<file path="src/hdl/htp_pkg.sv">
package htp_pkg;

  localparam int unsigned BLINK_PERIOD_MS_DEF = 2000;
  localparam int unsigned TICK_MS_DEF         = 10;

  localparam logic [5:0] SET_MIN     = 6'd31;
  localparam logic [5:0] SET_MAX     = 6'd41;
  localparam logic [5:0] SET_START   = 6'd35;
  localparam logic [5:0] TEMP_OFFSET = 6'd28;
  localparam logic [5:0] LEDS_ALL    = 6'h3f;

  localparam int unsigned IN_TDATA_W  = 8;
  localparam int unsigned OUT_TDATA_W = 8;

  typedef struct packed {
    logic       down_button;
    logic       up_button;
    logic [3:0] temp_gray;
    logic       power_switch;
  } in_item_t;

  typedef struct packed {
    logic [5:0] temp_leds;
    logic       heater_on;
    logic       power_led;
  } out_item_t;

  function automatic logic [3:0] gray_decode(input logic [3:0] g);
    logic [3:0] b;
    b[3] = g[3];
    b[2] = b[3] ^ g[2];
    b[1] = b[2] ^ g[1];
    b[0] = b[1] ^ g[0];
    return b;
  endfunction

  function automatic logic [5:0] set_pattern(input logic [3:0] idx);
    logic [5:0] p;
    unique case (idx)
      4'd0:    p = 6'h01;
      4'd1:    p = 6'h03;
      4'd2:    p = 6'h02;
      4'd3:    p = 6'h06;
      4'd4:    p = 6'h04;
      4'd5:    p = 6'h0c;
      4'd6:    p = 6'h08;
      4'd7:    p = 6'h18;
      4'd8:    p = 6'h10;
      4'd9:    p = 6'h30;
      4'd10:   p = 6'h20;
      default: p = 6'h00;
    endcase
    return p;
  endfunction

endpackage

</file>
<file path="src/hdl/htp_core.sv">
module htp_core #(
  parameter int unsigned BLINK_PERIOD_MS = htp_pkg::BLINK_PERIOD_MS_DEF,
  parameter int unsigned TICK_MS         = htp_pkg::TICK_MS_DEF
) (
  input  logic                clk,
  input  logic                rst_n,
  input  logic                step,
  input  htp_pkg::in_item_t   item,
  output htp_pkg::out_item_t  result
);
  import htp_pkg::*;

  localparam int unsigned CNT_MAX = BLINK_PERIOD_MS + TICK_MS;
  localparam int unsigned CW      = $clog2(CNT_MAX + 1);
  localparam int unsigned QUARTER = BLINK_PERIOD_MS / 4;
  localparam int unsigned PW      = $clog2(QUARTER);
  localparam int unsigned SW      = $clog2(2 * QUARTER);
  localparam int unsigned PH_STEP = TICK_MS % QUARTER;

  localparam logic [CW-1:0] PERIOD_C = CW'(BLINK_PERIOD_MS);
  localparam logic [CW-1:0] HALF_C   = CW'(BLINK_PERIOD_MS / 2);
  localparam logic [CW-1:0] TICK_C   = CW'(TICK_MS);
  localparam logic [SW-1:0] EIGHTH_C = SW'(BLINK_PERIOD_MS / 8);
  localparam logic [SW-1:0] QUART_C  = SW'(QUARTER);
  localparam logic [SW-1:0] PHSTEP_C = SW'(PH_STEP);

  logic          prev_power_r, prev_power_nxt;
  logic          prev_up_r, prev_up_nxt;
  logic          prev_down_r, prev_down_nxt;
  logic [5:0]    setpoint_r, setpoint_nxt;
  logic [CW-1:0] blink_r, blink_nxt;
  logic [PW-1:0] phase_r, phase_nxt;

  logic          clr;
  logic [CW-1:0] blink0;
  logic [SW-1:0] phase0;
  logic [SW-1:0] phase_sum;
  logic [5:0]    sp0;
  logic [5:0]    sp1;
  logic [5:0]    sp2;
  logic [3:0]    dec;
  logic [5:0]    meas;
  logic [5:0]    pat;
  logic [5:0]    sp_idx;
  logic          heat;
  logic [5:0]    leds;

  always_comb begin
    clr    = (blink_r > PERIOD_C) || (item.power_switch && !prev_power_r);
    blink0 = clr ? '0 : blink_r;
    phase0 = clr ? '0 : SW'(phase_r);
    sp0    = (item.power_switch && !prev_power_r) ? SET_START : setpoint_r;
    dec    = gray_decode(item.temp_gray);
    meas   = {2'b00, dec} + TEMP_OFFSET;
    sp1    = sp0;
    sp2    = sp0;
    heat   = 1'b0;
    leds   = '0;
    pat    = '0;
    sp_idx = '0;
    if (item.power_switch) begin
      if (dec != 4'd0) begin
        if (sp0 > SET_MIN && item.down_button && !prev_down_r) begin
          sp1 = sp0 - 6'd1;
        end
        sp2 = sp1;
        if (sp1 < SET_MAX && item.up_button && !prev_up_r) begin
          sp2 = sp1 + 6'd1;
        end
        heat   = meas < sp2;
        sp_idx = sp2 - SET_MIN;
        pat    = set_pattern(sp_idx[3:0]);
        if (sp2 >= SET_MIN && sp2 <= SET_MAX) begin
          if (meas == sp2 || phase0 < EIGHTH_C) begin
            leds = pat;
          end
        end
      end else begin
        leds = (blink0 < HALF_C) ? LEDS_ALL : 6'h00;
      end
    end
    phase_sum      = phase0 + PHSTEP_C;
    phase_nxt      = (phase_sum >= QUART_C) ? PW'(phase_sum - QUART_C) : PW'(phase_sum);
    blink_nxt      = blink0 + TICK_C;
    setpoint_nxt   = sp2;
    prev_power_nxt = item.power_switch;
    prev_up_nxt    = item.up_button;
    prev_down_nxt  = item.down_button;

    result.power_led = item.power_switch;
    result.heater_on = heat;
    result.temp_leds = leds;
  end

  always_ff @(posedge clk) begin
    if (!rst_n) begin
      prev_power_r <= 1'b0;
      prev_up_r    <= 1'b0;
      prev_down_r  <= 1'b0;
      setpoint_r   <= '0;
      blink_r      <= '0;
      phase_r      <= '0;
    end else if (step) begin
      prev_power_r <= prev_power_nxt;
      prev_up_r    <= prev_up_nxt;
      prev_down_r  <= prev_down_nxt;
      setpoint_r   <= setpoint_nxt;
      blink_r      <= blink_nxt;
      phase_r      <= phase_nxt;
    end
  end

  a_phase_range: assert property (@(posedge clk) disable iff (!rst_n)
    SW'(phase_r) < QUART_C)
    else $error("blink phase out of range");

  a_blink_range: assert property (@(posedge clk) disable iff (!rst_n)
    blink_r <= CW'(CNT_MAX))
    else $error("blink counter out of range");

  a_sp_stays: assert property (@(posedge clk) disable iff (!rst_n)
    (setpoint_r >= SET_MIN && setpoint_r <= SET_MAX)
      |=> (setpoint_r >= SET_MIN && setpoint_r <= SET_MAX))
    else $error("setpoint left its range");

  a_no_heat_fault: assert property (@(posedge clk) disable iff (!rst_n)
    (step && item.temp_gray == 4'd0) |-> !result.heater_on)
    else $error("heater on during sensor fault");

endmodule

</file>
<file path="src/hdl/heater_thermostat_panel_unit.sv">
// Thermostat panel: one input word per 10 ms tick, one result word per tick.
// Input channel in_*: tdata carries the switch, Gray sensor code and buttons.
// Result channel out_*: tdata carries the power LED, heater drive and the six
// setpoint LEDs. There is no configuration port.
// A word taken at the input handshake is registered in the input register,
// then, when the pipeline advances, evaluated against the setpoint and blink
// state and loaded into the result register, which raises out_tvalid; a
// stall on the result channel can hold it in the input register meanwhile.
// Throughput is one word per cycle while out_tready is high; the input and
// result registers form a two-stage pipeline that advances when the input
// register holds a word and the result register is empty or being taken.
// When out_tready is low the result is held and the input register fills;
// in_tready drops only when both stages are full.
// Reset (rst_n low, synchronous) empties both stages, clears the switch and
// button history, the setpoint and the blink counter.
module heater_thermostat_panel_unit #(
  parameter int unsigned BLINK_PERIOD_MS = htp_pkg::BLINK_PERIOD_MS_DEF,
  parameter int unsigned TICK_MS         = htp_pkg::TICK_MS_DEF
) (
  input  logic                                clk,
  input  logic                                rst_n,
  input  logic                                in_tvalid,
  output logic                                in_tready,
  // power_switch[0], temp_gray[4:1], up_button[5], down_button[6], zero[7]
  input  logic [htp_pkg::IN_TDATA_W-1:0]      in_tdata,
  output logic                                out_tvalid,
  input  logic                                out_tready,
  // power_led[0], heater_on[1], temp_leds[7:2]
  output logic [htp_pkg::OUT_TDATA_W-1:0]     out_tdata
);
  import htp_pkg::*;

  logic      in_valid_r;
  in_item_t  in_item_r;
  logic      out_valid_r;
  out_item_t out_item_r;
  out_item_t result;
  logic      advance;

  assign advance   = in_valid_r && (!out_valid_r || out_tready);
  assign in_tready = !in_valid_r || advance;

  always_ff @(posedge clk) begin
    if (!rst_n) begin
      in_valid_r <= 1'b0;
    end else if (in_tready) begin
      in_valid_r <= in_tvalid;
    end
  end

  always_ff @(posedge clk) begin
    if (in_tready && in_tvalid) begin
      in_item_r <= in_item_t'(in_tdata[6:0]);
    end
  end

  htp_core #(
    .BLINK_PERIOD_MS(BLINK_PERIOD_MS),
    .TICK_MS        (TICK_MS)
  ) u_core (
    .clk   (clk),
    .rst_n (rst_n),
    .step  (advance),
    .item  (in_item_r),
    .result(result)
  );

  always_ff @(posedge clk) begin
    if (!rst_n) begin
      out_valid_r <= 1'b0;
    end else if (advance) begin
      out_valid_r <= 1'b1;
    end else if (out_tready) begin
      out_valid_r <= 1'b0;
    end
  end

  always_ff @(posedge clk) begin
    if (advance) begin
      out_item_r <= result;
    end
  end

  assign out_tvalid = out_valid_r;
  assign out_tdata  = out_item_r;

  a_heat_needs_power: assert property (@(posedge clk) disable iff (!rst_n)
    out_valid_r |-> (!out_item_r.heater_on || out_item_r.power_led))
    else $error("heater on while power off");

  a_leds_need_power: assert property (@(posedge clk) disable iff (!rst_n)
    (out_valid_r && !out_item_r.power_led) |-> (out_item_r.temp_leds == 6'h00))
    else $error("leds lit while power off");

  a_advance_fills: assert property (@(posedge clk) disable iff (!rst_n)
    advance |=> out_valid_r)
    else $error("result lost after advance");

endmodule
</file>
<file path="config.mk">
export PLATFORM = sky130hd
export DESIGN_NAME = heater_thermostat_panel_unit
export DESIGN_NICKNAME = d
export VERILOG_FILES = /design/src/hdl/htp_pkg.sv /design/src/hdl/htp_core.sv /design/src/hdl/heater_thermostat_panel_unit.sv
export SDC_FILE = /design/constraint.sdc
export NUM_CORES = 1
export LEC_CHECK = 0
export BUFFER_PORTS_ARGS = -buffer_cell sky130_fd_sc_hd__buf_2
export CAP_MARGIN = 15
export CORE_MARGIN = 1
export CORE_UTILIZATION = 65
export DETAILED_ROUTE_END_ITERATION = 7
export PLACE_DENSITY = 0.85
export RECOVER_POWER = 50
export SYNTH_ARGS = -nofsm -noshare
export SYNTH_HDL_FRONTEND = slang
export SYNTH_SLANG_ARGS = --single-unit
</file>
<file path="constraint.sdc">
create_clock -name clk -period 7.8 [get_ports clk]
set_input_delay 1.56 -clock clk [delete_from_list [all_inputs] [get_ports clk]]
set_output_delay 1.56 -clock clk [all_outputs]
set_load 0.01 [all_outputs]
</file>
# Word level (Yosys, flattened, before mapping)
# Memories as Yosys holds them, arrays and structs flattened.
# Index checks and enable logic that the tools add are counted.
# totals
mem_bits_ro	96
ff_bits	46
wordCells	74
inputBits	12
memories	1
output_inout_bits	10
# mem_list
name	depth	word_bits	rd	rd_clocked_by_memory_dff	write_ports	line_no	source
(no name shown)	16	6	1	0	0	htp_pkg.sv:39	unique case (idx)
# classes
eq_ne	1
n_reduce_logical	20
add_sub_neg	7
n_bitwise	3
n_mux	18
magnitude_cmp	9
# ops
operator	n
2-to-1 mux 6 bit	13
2-to-1 mux 9 bit	2
adder 11 x 4 -> 11 bit (second input constant)	1
> comparator 11 bit (second input constant)	1
< comparator 11 x 10 -> 1 bit (second input constant)	1
2-to-1 mux 11 bit	1
adder 9 x 4 -> 10 bit (second input constant)	1
>= comparator 10 x 9 -> 1 bit (second input constant)	1
< comparator 10 x 8 -> 1 bit (second input constant)	1
subtractor 9 bit (second input constant)	1
logical AND 1 bit	8
adder 4 x 5 -> 6 bit (second input constant)	1
adder 6 x 1 -> 6 bit (second input constant)	1
== test 6 bit	1
>= comparator 6 x 5 -> 1 bit (second input constant)	1
> comparator 6 x 5 -> 1 bit (second input constant)	1
<= comparator 6 bit (second input constant)	1
< comparator 6 bit	1
< comparator 6 bit (second input constant)	1
subtractor 6 x 1 -> 6 bit (second input constant)	1
zero test 1 bit	5
logical OR 1 bit	4
nonzero test 4 bit	1
subtractor 4 bit (second input constant)	1
other kinds (4)	7

# Longest topological paths before layout
# Gate-level depths: netlist of the first run.
# depth
ltp_word	20
depth_mapped	19
ltp_nobuf	17

# Hierarchy
# Synthesis of the first run repeated with hierarchy kept, for this count alone.
# hier_totals
cells_unflattened	369
area_unflattened_um2	3334.4
# by_module_without_submodules
mod	cells_per_inst	seq_area_each_um2	n_inst	area_each_um2
htp_core	345	560.5	1	2780.2
heater_thermostat_panel_unit	24	490.5	1	554.3

# Worst setup path before layout of the first run
# OpenSTA, ideal clock, no wires.
# synth_path
kind	flip-flop to flip-flop
start	reg in_item_r[0] (netlist bit)
end	reg out_item_r (netlist bit out_tdata[3]) (data pin)
arrival_time_ns	4.073
path_buffers	2
setup_time_ns	0.279
required_ns	7.521
stages_incl_launch_ff	18
period_less_slack_ns	4.351
path_slack_ns	3.449
path_cell_list	edfxtp_1 -> nor2b_1 -> clkbuf_1 -> o21ai_0 -> a221o_1 -> inv_1 -> ha_1 -> inv_1 -> or4_1 -> a31oi_1 -> a2bb2oi_1 -> clkbuf_1 -> ha_1 -> and3b_1 -> mux2_2 -> a41oi_1 -> a311o_1 -> o21ai_0
# synth_via
elab_chain_len	19
elab_cells_between_ends	32
classes_between	add/sub (3); order compare (6); eq/ne (1); mux (13); reduce/logical (8); memory (1)
# synth_rtl
element	line_no	source
start, declared	heater_thermostat_panel_unit.sv:34	in_item_t in_item_r;
start signal, assigned	heater_thermostat_panel_unit.sv:53	in_item_r <= in_item_t'(in_tdata[6:0]);
logical AND 1 bit	htp_core.sv:49, htp_core.sv:52	
2-to-1 mux 6 bit	htp_core.sv:52	sp0 = (item.power_switch && !prev_power_r) ? SET_START : setpoint_r;
> comparator 6 x 5 -> 1 bit	htp_core.sv:63	if (sp0 > SET_MIN && item.down_button && !prev_down_r) begin
logical AND 1 bit (2 in a row)	htp_core.sv:63	
2-to-1 mux 6 bit	htp_core.sv:63	
2-to-1 mux 6 bit	htp_core.sv:62	if (dec != 4'd0) begin
2-to-1 mux 6 bit	htp_core.sv:61	if (item.power_switch) begin
< comparator 6 bit	htp_core.sv:67	if (sp1 < SET_MAX && item.up_button && !prev_up_r) begin
logical AND 1 bit (2 in a row)	htp_core.sv:67	
2-to-1 mux 6 bit	htp_core.sv:67	
2-to-1 mux 6 bit	htp_core.sv:62	
2-to-1 mux 6 bit	htp_core.sv:61	
subtractor 4 bit / == test 6 bit (equally long branches)	htp_core.sv:71, htp_core.sv:74	
memory (16 x 6 bit) / logical OR 1 bit (equally long branches)	n/a	
2-to-1 mux 6 bit	htp_core.sv:74	if (meas == sp2 || phase0 < EIGHTH_C) begin
2-to-1 mux 6 bit	htp_core.sv:73	if (sp2 >= SET_MIN && sp2 <= SET_MAX) begin
2-to-1 mux 6 bit	htp_core.sv:62	
end signal, assigned	heater_thermostat_panel_unit.sv:80	out_item_r <= result;
end, declared	heater_thermostat_panel_unit.sv:36	out_item_t out_item_r;
# Parallel ways exist; a longest one is shown, timed or not. The select of a mux whose other input is x is not followed.
# A chain may end at the register's enable or synchronous reset.

# Worst setup path in the final report of the first run
# layout_path
start	reg in_item_r[0] (netlist bit)
end	reg out_item_r (netlist bit out_tdata[7]) (data pin)
# The elaborated chain is that of the path after synthesis.

==> results.md, run 1 <==
- Status: finished, final reports clean
- Routed Wire Length: 7.08 mm
- Max Cap Violations: 0
- Total negative setup slack: 0 ns
- Crit-path max FO: 14
- Clock root buffer: clkbuf_8
- Worst slew margin: 39.8%
- Reg2reg path depth: 15
- Worst-Skew Late Latency: 0.31 ns
- Hold Worst Slack: 0.472 ns
- Vias in the first global route: 2533
- Tot Pwr: 0.000557 W
- Final Max Slew Viols: 0
- Fill count: 384
- Highest clock rate: 0.200 GHz
- Flop2flop setup slack: 2.80 ns
- Max incr delay on CP: 0.76 ns
- Min-delay src: u_core.prev_power_r
- Initial Util: 67.5%
- Final number of setup-violating endpoints: 0
- DIE WIDTH: 72.0 um
- Total GRT Usage: 28.5%
- Synth Flop Type: dfxtp_1
- Initial detailed-routing violation count: 254
- Period minus WS final: 5.00 ns
- RSZ-0062 raised after global routing: false
- Post-synthesis cell type count: 70
- Worst Skew: 0.0144 ns
- #FFs+latches synth: 45
- ANT cells: 0
- Crit path from: in_item_r[0]
- Crit Reg-Reg Endpoint: out_tdata[7]
- First-pass GRT wire length: 11.7 mm
- CTS-repair resized insts: 0
- CTS Buffer Depth: 2
- FF-to-FF Start: in_item_r[0]
- Layout cells sized above 1: 8.48%
- Setup CP Type: reg -> reg
- Hold Crit Class: reg -> reg
- Final design utilization: 71.5%
- DP HPWL: 4.99 mm
- Delay-heaviest family, CP: compound AO/OA/AOI/OAI gates
- Syn Area/Cell: 8.39 um2
- Slew at the pin closest to its max-slew limit: 0.901 ns
- CP Depth: 15
- # hold bufs at CTS: 0
- Pre-antenna DRT Iters: 5
- Power per Cell Area: 165 nW/um2
- Post-detailed-route count of antenna-violating nets: 0
- Number of synthesized flops with an enable pin: 15
- Seq/Total Area, Yosys: 33.0%
- CP cell instances: nor2b_1 -> o21ai_0 -> a221o_1 -> inv_1 -> ha_1 -> nand2_1 -> mux2_2 -> and3b_4 -> nor3_2 -> xnor2_1 -> inv_1 -> ha_1 -> nand4b_1 -> a311o_1 -> o41ai_1
- Max stage delay cell, worst path: nor2b_1
- Antenna violations before repair: 0
- Total CTS buffers: 5
- CTS H-tree lvls: 2
- CTS tree: yes
- DRC violations left: 0
- Synth Cell Area: 3190 um2
- Vias: 2867
- Post-CTS setup buffers: 0
- Core Region: 4720 um2
- Pin count of the biggest net entering global routing: 28
- Worst setup SP type: register
- WP buf/inv: 2
- Gpl congestion: 0.888
- Die area: 5190 um2
- Cell Rows: 25
- IO Port Bufs: 20
- Area delta synth->final: 6.05%
- Vias per cell: 6.29
- P_leak: 1.25 nW
- Mapped Nets: 406
- WL/cell: 15.5 um
- Number of synthesis warnings: 0
- Die height: 72.0 um
- Worst EP arrival: 5.09 ns
- Io pins: 22
- NumNets Final: 414
- Fin crit share: 64.1%
- CP Capture Point: out_tdata[7]
- Crit path required time: 7.89 ns
- Final hold viol count: 0
- Clock Pin Slew Worst Setup and Hold Paths: 0.09 ns
- Worst ir drop on vdd: 0.126 mV
- Clk sinks: 45
- Post-Synthesis Cells: 380
- Fraction of registers with async set/reset: 0%
- Critical path endpoint category: register
- Grt total ovfl: 0
==> where the power goes <==
group          switching [W]  internal, W
sequential         0.0000108     0.000253
combinational      0.0000826    0.0000568
clock              0.0000880    0.0000651
==> metal layers <==
| metal | part of all wire [%] | track usage, % | vias to the layer above |
|---|---|---|---|
| li1 | - | - | 1407 |
| met1 | 46 | 39.7 | 1337 |
| met2 | 45 | 46.2 | 110 |
| met3 | 6.4 | 4.58 | 13 |
| met4 | 1.6 | 7.63 | 0 |
| met5 | 0 | 0 | - |
==> area by class of cell <==
class | count | area [um2] | share of cell area [%]
multi-input combinational | 298 | 1990 | 59.0
timing repair buffer | 21 | 95.1 | 2.81
sequential | 45 | 1050 | 31.1
tap | 67 | 83.8 | 2.48
clock buffer | 5 | 68.8 | 2.04
clock inverter | 3 | 23.8 | 0.703
inverter | 17 | 63.8 | 1.89
==> per-stage QoR <==
stage | std cells | cell area [um2] | worst slack, ns
2_1_floorplan | 380 | 3190 | 3.45
3_3_place_gp | 448 | 3300 | 3.04
3_5_place_dp | 448 | 3300 | 2.96
4_1_cts | 456 | 3390 | 2.87
5_1_grt | 456 | 3380 | 2.45
6_report | 456 | 3380 | 2.80
==> Yosys cell counts (3+ instances only) <==
library cell	count	area (um2)
a21oi_1	27	135
dfxtp_1	30	601
a211oi_1	6	45.0
mux2i_1	3	30.0
nor2_1	34	128
and2_1	4	25.0
nand2_1	43	161
edfxtp_1	15	450
nand3_1	7	35.0
mux2_2	4	45.0
a21o_1	3	22.5
a31oi_1	6	37.5
ha_1	14	175
buf_2	3	15.0
nand3b_1	4	30.0
a22oi_1	5	37.5
xor2_1	5	43.8
a311oi_1	3	26.3
o21ai_0	22	110
and3_1	7	43.8
o21a_1	4	30.0
xnor2_1	15	131
nor3_1	10	50.1
nand2b_1	7	43.8
clkbuf_1	15	56.3
nand4_1	4	25.0
inv_1	15	56.3
a41oi_1	3	26.3
nor2b_1	4	25.0
o2111ai_1	3	26.3
or4_1	3	22.5
or3_1	3	18.8
==> worst reg2reg max path, stage by stage (launching register included) <==
cell and delay (ns):
edfxtp_1 0.48, nor2b_1 0.76, o21ai_0 0.18, a221o_1 0.43
inv_1 0.13, ha_1 0.19, nand2_1 0.06, mux2_2 0.31
and3b_4 0.21, nor3_2 0.30, xnor2_1 0.26, inv_1 0.14
ha_1 0.28, nand4b_1 0.16, a311o_1 0.47, o41ai_1 0.43
==> registers in the layout, indices dropped and copies added, names as in the netlist, 6 cells and up <==
register,cells
u_core.blink_r,10
u_core.phase_r,9
out_tdata,8
in_item_r,7
u_core.setpoint_r,6
==> cells by family (layout without fill, tap and decap cells) <==
| kind of cell | count (synthesis) | after routing | share of synthesized area (%) |
|---|---|---|---|
| AO/OA/AOI/OAI | 109 | 109 | 23.9 |
| XOR/XNOR | 22 | 22 | 6.91 |
| adder cells (fa/ha/maj) | 14 | 14 | 5.50 |
| buffers and inverters | 37 | 46 | 4.48 |
| flip-flops | 45 | 45 | 33.0 |
| multiplexers | 7 | 7 | 2.36 |
| AND/OR/NAND/NOR | 146 | 146 | 23.9 |
==> worst min path at each step <==
| stage | end | cells past startpoint |
|---|---|---|
| after floorplan | u_core.prev_up_r | 2 |
| after global placement | u_core.prev_power_r | 2 |
| after detailed placement | u_core.prev_power_r | 2 |
| after CTS | u_core.prev_power_r | 2 |
| after global routing | u_core.prev_power_r | 2 |
| final | u_core.prev_power_r | 2 |
==> cells in the final DEF, fill, tap and decap left out, drive strengths merged, types with 4 or more instances in the layout <==
master	instances
clkbuf	15
buf	11
nor2	35
and2	4
inv	17
a211oi	6
ha	14
and3	7
nor3	12
mux2	4
a21oi	27
nand3b	4
xnor2	15
xor2	5
nand4	4
nor2b	4
nand2b	7
nand3	7
o21a	4
a22oi	5
dfxtp	30
o21ai	23
edfxtp	15
nand2	44
a31oi	6
No activity file was read; power rests on OpenSTA's default activity.
==> run 2, diff against run 1 <==
--- a/config.mk
+++ b/config.mk
@@ -8,9 +8,9 @@
 export BUFFER_PORTS_ARGS = -buffer_cell sky130_fd_sc_hd__buf_2
 export CAP_MARGIN = 15
 export CORE_MARGIN = 1
-export CORE_UTILIZATION = 65
+export CORE_UTILIZATION = 55
 export DETAILED_ROUTE_END_ITERATION = 7
-export PLACE_DENSITY = 0.85
+export PLACE_DENSITY = 0.77
 export RECOVER_POWER = 50
 export SYNTH_ARGS = -nofsm -noshare
 export SYNTH_HDL_FRONTEND = slang
==> constraint.sdc (replaced) <==
create_clock -name clk -period 4.1 [get_ports clk]
set_input_delay 0.82 -clock clk [delete_from_list [all_inputs] [get_ports clk]]
set_output_delay 0.82 -clock clk [all_outputs]
set_load 0.01 [all_outputs]
==> results.md, run 2 (same netlist as run 1, synthesis figures left out) <==
- Status: finished, final reports clean
- DIE WIDTH: 78.1 um (+8.5%)
- Reg2reg path depth: 12 (-3)
- IO Port Bufs: 20 (unchanged)
- Initial Util: 57.5% (-9.9 points)
- Highest clock rate: 0.260 GHz (+30%)
- Fin crit share: 93.9% (+30 points)
- Delay-heaviest family, CP: simple AND/OR/NAND/NOR gates
- Flop2flop setup slack: 0.25 ns (-2.55 ns)
- Commonest non-fill, non-tap cells in the layout: nand2_1, nor2_1, dfxtp_1
- Die area: 6100 um2 (+18%)
- CP Capture Point: out_tdata[4]
- Crit-path max FO: 6 (-8)
- Slew at the pin closest to its max-slew limit: 1.12 ns (+0.219 ns)
- Commonest non-fill, non-tap cell in the layout: nand2_1
- CTS Buffer Depth: 2 (unchanged)
- Max Cap Violations: 0 (unchanged)
- CP cell instances: buf_4 -> or4b_4 -> nor3_2 -> mux2i_1 -> and3b_4 -> nor3_4 -> xnor2_1 -> inv_1 -> ha_1 -> xnor2_2 -> mux2_2 -> o31ai_1
- Io pins: 22 (unchanged)
- Critical path endpoint category: register
- Area delta synth->final: 13.8%
- Max incr delay on CP: 0.56 ns (-0.20 ns)
- Setup CP Type: reg -> reg
- DRC violations left: 0 (unchanged)
- Total CTS buffers: 5 (unchanged)
- Gpl congestion: 0.870 (-2.1%)
- Pin count of the biggest net entering global routing: 28 (unchanged)
- Worst Skew: 0.00717 ns (-0.00724 ns)
- CTS H-tree lvls: 2 (unchanged)
- Total negative setup slack: 0 ns (unchanged)
- Die height: 78.1 um (+8.5%)
- Vias: 2949 (+2.9%)
- Clock root buffer: clkbuf_8
- Pre-antenna DRT Iters: 4 (-1)
- Max stage delay cell, worst path: or4b_4
- Total GRT Usage: 25.2% (-3.3 points)
- Final hold viol count: 0 (unchanged)
- Biggest register: u_core.blink_r
- Vias per cell: 6.16 (-2.1%)
- Worst Slack Setup Final: 0.251 ns (-2.55 ns)
- Final Max Slew Viols: 0 (unchanged)
- First-pass GRT wire length: 12.3 mm (+4.4%)
- RSZ-0062 raised after global routing: false
- CP Depth: 12 (-3)
- Place WS: 0.0832 ns (-2.88 ns)
- Crit Reg-Reg Endpoint: out_tdata[4]
- NumNets Final: 432 (+4.3%)
- Clock Pin Slew Worst Setup and Hold Paths: 0.09 ns (about the same)
- Worst setup SP type: register
- Grt total ovfl: 0 (unchanged)
- Initial detailed-routing violation count: 265 (+4.3%)
- Core Region: 5540 um2 (+17%)
- Routed Wire Length: 7.50 mm (+5.9%)
- CTS tree: yes
- Worst-Skew Late Latency: 0.31 ns (about the same)
- Largest register FFs: 10 (unchanged)
- Crit path from: u_core.setpoint_r[0]
- FF-to-FF Start: u_core.setpoint_r[0]
- Hold Crit Class: reg -> reg
- Final number of setup-violating endpoints: 0 (unchanged)
- Worst slew margin: 25.4% (-14 points)
- Crit path required time: 4.24 ns (-3.65 ns)
- DP HPWL: 5.33 mm (+6.7%)
- WP buf/inv: 2 (unchanged)
- Antenna violations before repair: 0 (unchanged)
- Layout cells sized above 1: 14.7% (+6.3 points)
- WL/cell: 15.7 um (+0.85%)
- Worst ir drop on vdd: 0.273 mV (+120%)
- Worst EP arrival: 3.99 ns (-1.10 ns)
- P_leak: 1.37 nW (+9.7%)
- Vias in the first global route: 2645 (+4.4%)
- Post-detailed-route count of antenna-violating nets: 0 (unchanged)
- Period minus WS final: 3.85 ns (-1.15 ns)
- Clk sinks: 45 (unchanged)
- Cell Rows: 27 (+8.0%)
- Power per Cell Area: 325 nW/um2 (+98%)
- ANT cells: 0 (unchanged)
-- run 2: how the worst min path moves through the flow --
| stage | start | to | slack, ns | cells after the start |
|---|---|---|---|---|
| finish | u_core.prev_up_r | u_core.prev_up_r | 0.49 | 2 |
| CTS | u_core.prev_power_r | u_core.prev_power_r | 0.49 | 2 |
| global placement | u_core.prev_up_r | u_core.prev_up_r | 0.47 | 2 |
| floorplan | u_core.prev_up_r | u_core.prev_up_r | 0.44 | 2 |
| detailed placement | u_core.prev_power_r | u_core.prev_power_r | 0.47 | 2 |
| global route | u_core.prev_up_r | u_core.prev_up_r | 0.51 | 2 |
-- run 2: layout make-up --
cell class,count,area [um2]
Multi-Input combinational cell,298,2070
Timing Repair Buffer,39,219
Clock inverter,2,35.0
Sequential cell,45,1050
Tap cell,72,90.1
Fill cell,478,1910
Inverter,17,63.8
Clock buffer,6,93.8
-- run 2: where the power goes --
group | switching, W | internal, W | total, W
Sequential | 0.0000178 | 0.000482 | 0.000500
Combinational | 0.000175 | 0.000132 | 0.000307
Clock | 0.000156 | 0.000218 | 0.000373
-- run 2: worst reg2reg max path, stage by stage, from the launching register on --
cell     delay (ns)
dfxtp_1        0.34
buf_4          0.16
or4b_4         0.56
nor3_2         0.20
mux2i_1        0.44
and3b_4        0.30
nor3_4         0.26
xnor2_1        0.17
inv_1          0.09
ha_1           0.28
xnor2_2        0.33
mux2_2         0.37
o31ai_1        0.19
-- run 2: per-stage QoR --
step           std cells  hold slack, ns  util (%)  area (um2)  power, W
4_1_cts              477           0.485      64.2        3560   0.00116
5_1_grt              479           0.508      65.4        3630   0.00123
3_3_place_gp         469           0.467      61.9        3430  0.000786
2_1_floorplan        380           0.439         -        3190  0.000719
3_5_place_dp         469           0.474      61.9        3430  0.000793
6_report             479           0.493      65.4        3630   0.00118
-- run 2: metal layers --
metal	vias to the layer above	wire length, um	track usage [%]
li1	1456	-	-
met1	1401	3410	33.6
met2	80	3670	42.5
met3	12	325	3.26
met4	0	102	7.41
met5	-	0	0
-- run 2: repair_timing --
action | in CTS | in global routing
resized for setup | 0 | 14
hold endpoints to repair | 0 | 0
setup buffers | 0 | 2
hold buffers | 0 | 0
setup endpoints to repair | 0 | 7
==> run 3, diff against run 2 <==
--- a/config.mk
+++ b/config.mk
@@ -12,6 +12,7 @@
 export DETAILED_ROUTE_END_ITERATION = 7
 export PLACE_DENSITY = 0.77
 export RECOVER_POWER = 50
+export SETUP_SLACK_MARGIN = 0.3
 export SYNTH_ARGS = -nofsm -noshare
 export SYNTH_HDL_FRONTEND = slang
 export SYNTH_SLANG_ARGS = --single-unit
==> results.md, run 3 (same netlist as run 1, synthesis figures left out) <==
- Status: finished, final reports clean
- Io pins: 22 (unchanged)
- ANT cells: 0 (unchanged)
- DIE WIDTH: 78.1 um (unchanged)
- WL/cell: 16.0 um (+2.0%)
- RSZ-0062 raised after global routing: true
- Clock root buffer: clkbuf_8
- Final hold viol count: 0 (unchanged)
- Fin crit share: 90.6% (-3.3 points)
- Layout cells sized above 1: 20.0% (+5.2 points)
- Hold Crit Class: reg -> reg
- Total CTS buffers: 5 (unchanged)
- Largest register FFs: 10 (unchanged)
- FF-to-FF Start: in_item_r[6]
- Setup CP Type: reg -> reg
- P_leak: 1.38 nW (+1.1%)
- Slew at the pin closest to its max-slew limit: 1.23 ns (+0.111 ns)
- Crit path from: in_item_r[6]
- CTS Buffer Depth: 2 (unchanged)
- Worst setup SP type: register
- Crit path required time: 4.23 ns (about the same)
- Net Sw Frac: 33.4% (+3.8 points)
- Routed Wire Length: 7.72 mm (+2.9%)
- Commonest non-fill, non-tap cells in the layout: nand2_1, nor2_1, dfxtp_1
- NumNets Final: 436 (+0.93%)
- Vias: 3006 (+1.9%)
- Gpl congestion: 0.867 (-0.24%)
- Worst slew margin: 18.0% (-7.4 points)
- Pre-antenna DRT Iters: 5 (+1)
- DRC violations left: 0 (unchanged)
- Area delta synth->final: 17.7%
- Biggest register: u_core.blink_r
- DP HPWL: 5.28 mm (-0.82%)
- Clock share of power: 25.3% (-6.4 points)
- Worst Slack Setup Final: 0.385 ns (+0.135 ns)
- Clock Pin Slew Worst Setup and Hold Paths: 0.09 ns (about the same)
- Cell Rows: 27 (unchanged)
- Initial Util: 57.5% (unchanged)
- Die area: 6100 um2 (unchanged)
- Initial detailed-routing violation count: 254 (-4.2%)
- Seq pwr share: 43.9% (+1.5 points)
- P_sw: 0.000383 W (+9.7%)
- Worst Skew: 0.0233 ns (+0.0161 ns)
- IO Port Bufs: 20 (unchanged)
- Comb pwr share: 30.8% (+4.8 points)
- Critical path endpoint category: register
- Min-delay src: u_core.prev_up_r
- Clk sinks: 45 (unchanged)
- Antenna violations before repair: 0 (unchanged)
- Crit-path max FO: 6 (unchanged)
- Vias per cell: 6.22 (+1.1%)
- CTS H-tree lvls: 2 (unchanged)
- Commonest non-fill, non-tap cell in the layout: nand2_1
- Power per Cell Area: 306 nW/um2 (-6.0%)
- Total GRT Usage: 25.7% (+0.51 points)
- Die height: 78.1 um (unchanged)
- Cell Int Power: 0.000765 W (-8.0%)
- Worst ir drop on vdd: 0.259 mV (-5.2%)
- Vias in the first global route: 2751 (+4.0%)
- Final Max Slew Viols: 0 (unchanged)
- Max Cap Violations: 0 (unchanged)
- Final number of setup-violating endpoints: 0 (unchanged)
- Total negative setup slack: 0 ns (unchanged)
- # hold bufs at CTS: 0 (unchanged)
- Place WS: 0.150 ns (+0.0667 ns)
- Pin count of the biggest net entering global routing: 28 (unchanged)
- Worst EP arrival: 3.85 ns (-0.14 ns)
- CTS tree: yes
- Highest clock rate: 0.269 GHz (+3.6%)
- First-pass GRT wire length: 12.7 mm (+3.5%)
- Grt total ovfl: 0 (unchanged)
- Period minus WS final: 3.71 ns (-0.135 ns)
- Worst-Skew Late Latency: 0.31 ns (about the same)
- Tot Pwr: 0.00115 W (-2.8%)
- Core Region: 5540 um2 (unchanged)
- Post-detailed-route count of antenna-violating nets: 0 (unchanged)
-- run 3: what timing repair did --
| item | 4_1_cts | 5_1_grt |
|---|---|---|
| resized for setup | 1 | 25 |
| setup buffers | 4 | 7 |
| gates cloned | 0 | 0 |
| endpoints found under the setup margin | 6 | 8 |
| pin swaps | 1 | 11 |
-- run 3: area by class of cell --
class | instances | area [um2]
repair buffers | 43 | 253
clock buffers | 5 | 68.8
fillers | 457 | 1790
inverters | 17 | 63.8
clock inverters | 3 | 25.0
flip-flops and latches | 45 | 1050
multi-input cells | 298 | 2200
well taps | 72 | 90.1
-- run 3: through the flow --
step / std cells / instance area [um2] / util (%) / hold slack (ns)
floorplan: 380 / 3280 / - / 0.439
global placement: 464 / 3470 / 62.6 / 0.454
detailed placement: 464 / 3470 / 62.6 / 0.455
CTS: 476 / 3590 / 64.9 / 0.468
global route: 483 / 3750 / 67.7 / 0.500
finish: 483 / 3750 / 67.7 / 0.471
-- run 3: critical path, cell delays in order, from the launching register on --
cell	delay (ns)
edfxtp_1	0.49
nand3b_1	0.23
nor3_2	0.06
a221o_1	0.33
inv_2	0.11
ha_4	0.14
inv_2	0.03
or4_4	0.42
a31oi_4	0.19
a2bb2oi_2	0.15
buf_4	0.15
ha_4	0.13
nand2_2	0.05
nor2_2	0.10
mux2_4	0.16
a41oi_2	0.10
a311o_2	0.40
o41ai_2	0.31
-- run 3: per-layer routing --
| layer | up-vias | part of all wire (%) | global-route usage, % |
|---|---|---|---|
| li1 | 1463 | - | - |
| met1 | 1427 | 46 | 35.6 |
| met2 | 107 | 47 | 41.3 |
| met3 | 9 | 5.6 | 4.65 |
| met4 | 0 | 0.82 | 6.67 |
| met5 | - | 0 | 0 |
-- run 3: worst paths after layout --
path,endpoint,slack [ns],cells past startpoint
max,out_tdata[2],0.39,17
min,u_core.prev_up_r,0.47,2
max reg2reg,out_tdata[2],0.39,17
min reg2reg,u_core.prev_up_r,0.47,2
-- run 3: power by group through the flow --
stage / logic, W / registers (W) / clock network, W
final: 0.000354 / 0.000503 / 0.000290
after global routing: 0.000388 / 0.000506 / 0.000314
after CTS: 0.000307 / 0.000501 / 0.000296
after detailed placement: 0.000300 / 0.000511 / 0
after global placement: 0.000290 / 0.000511 / 0
after floorplan: 0.000232 / 0.000507 / 0
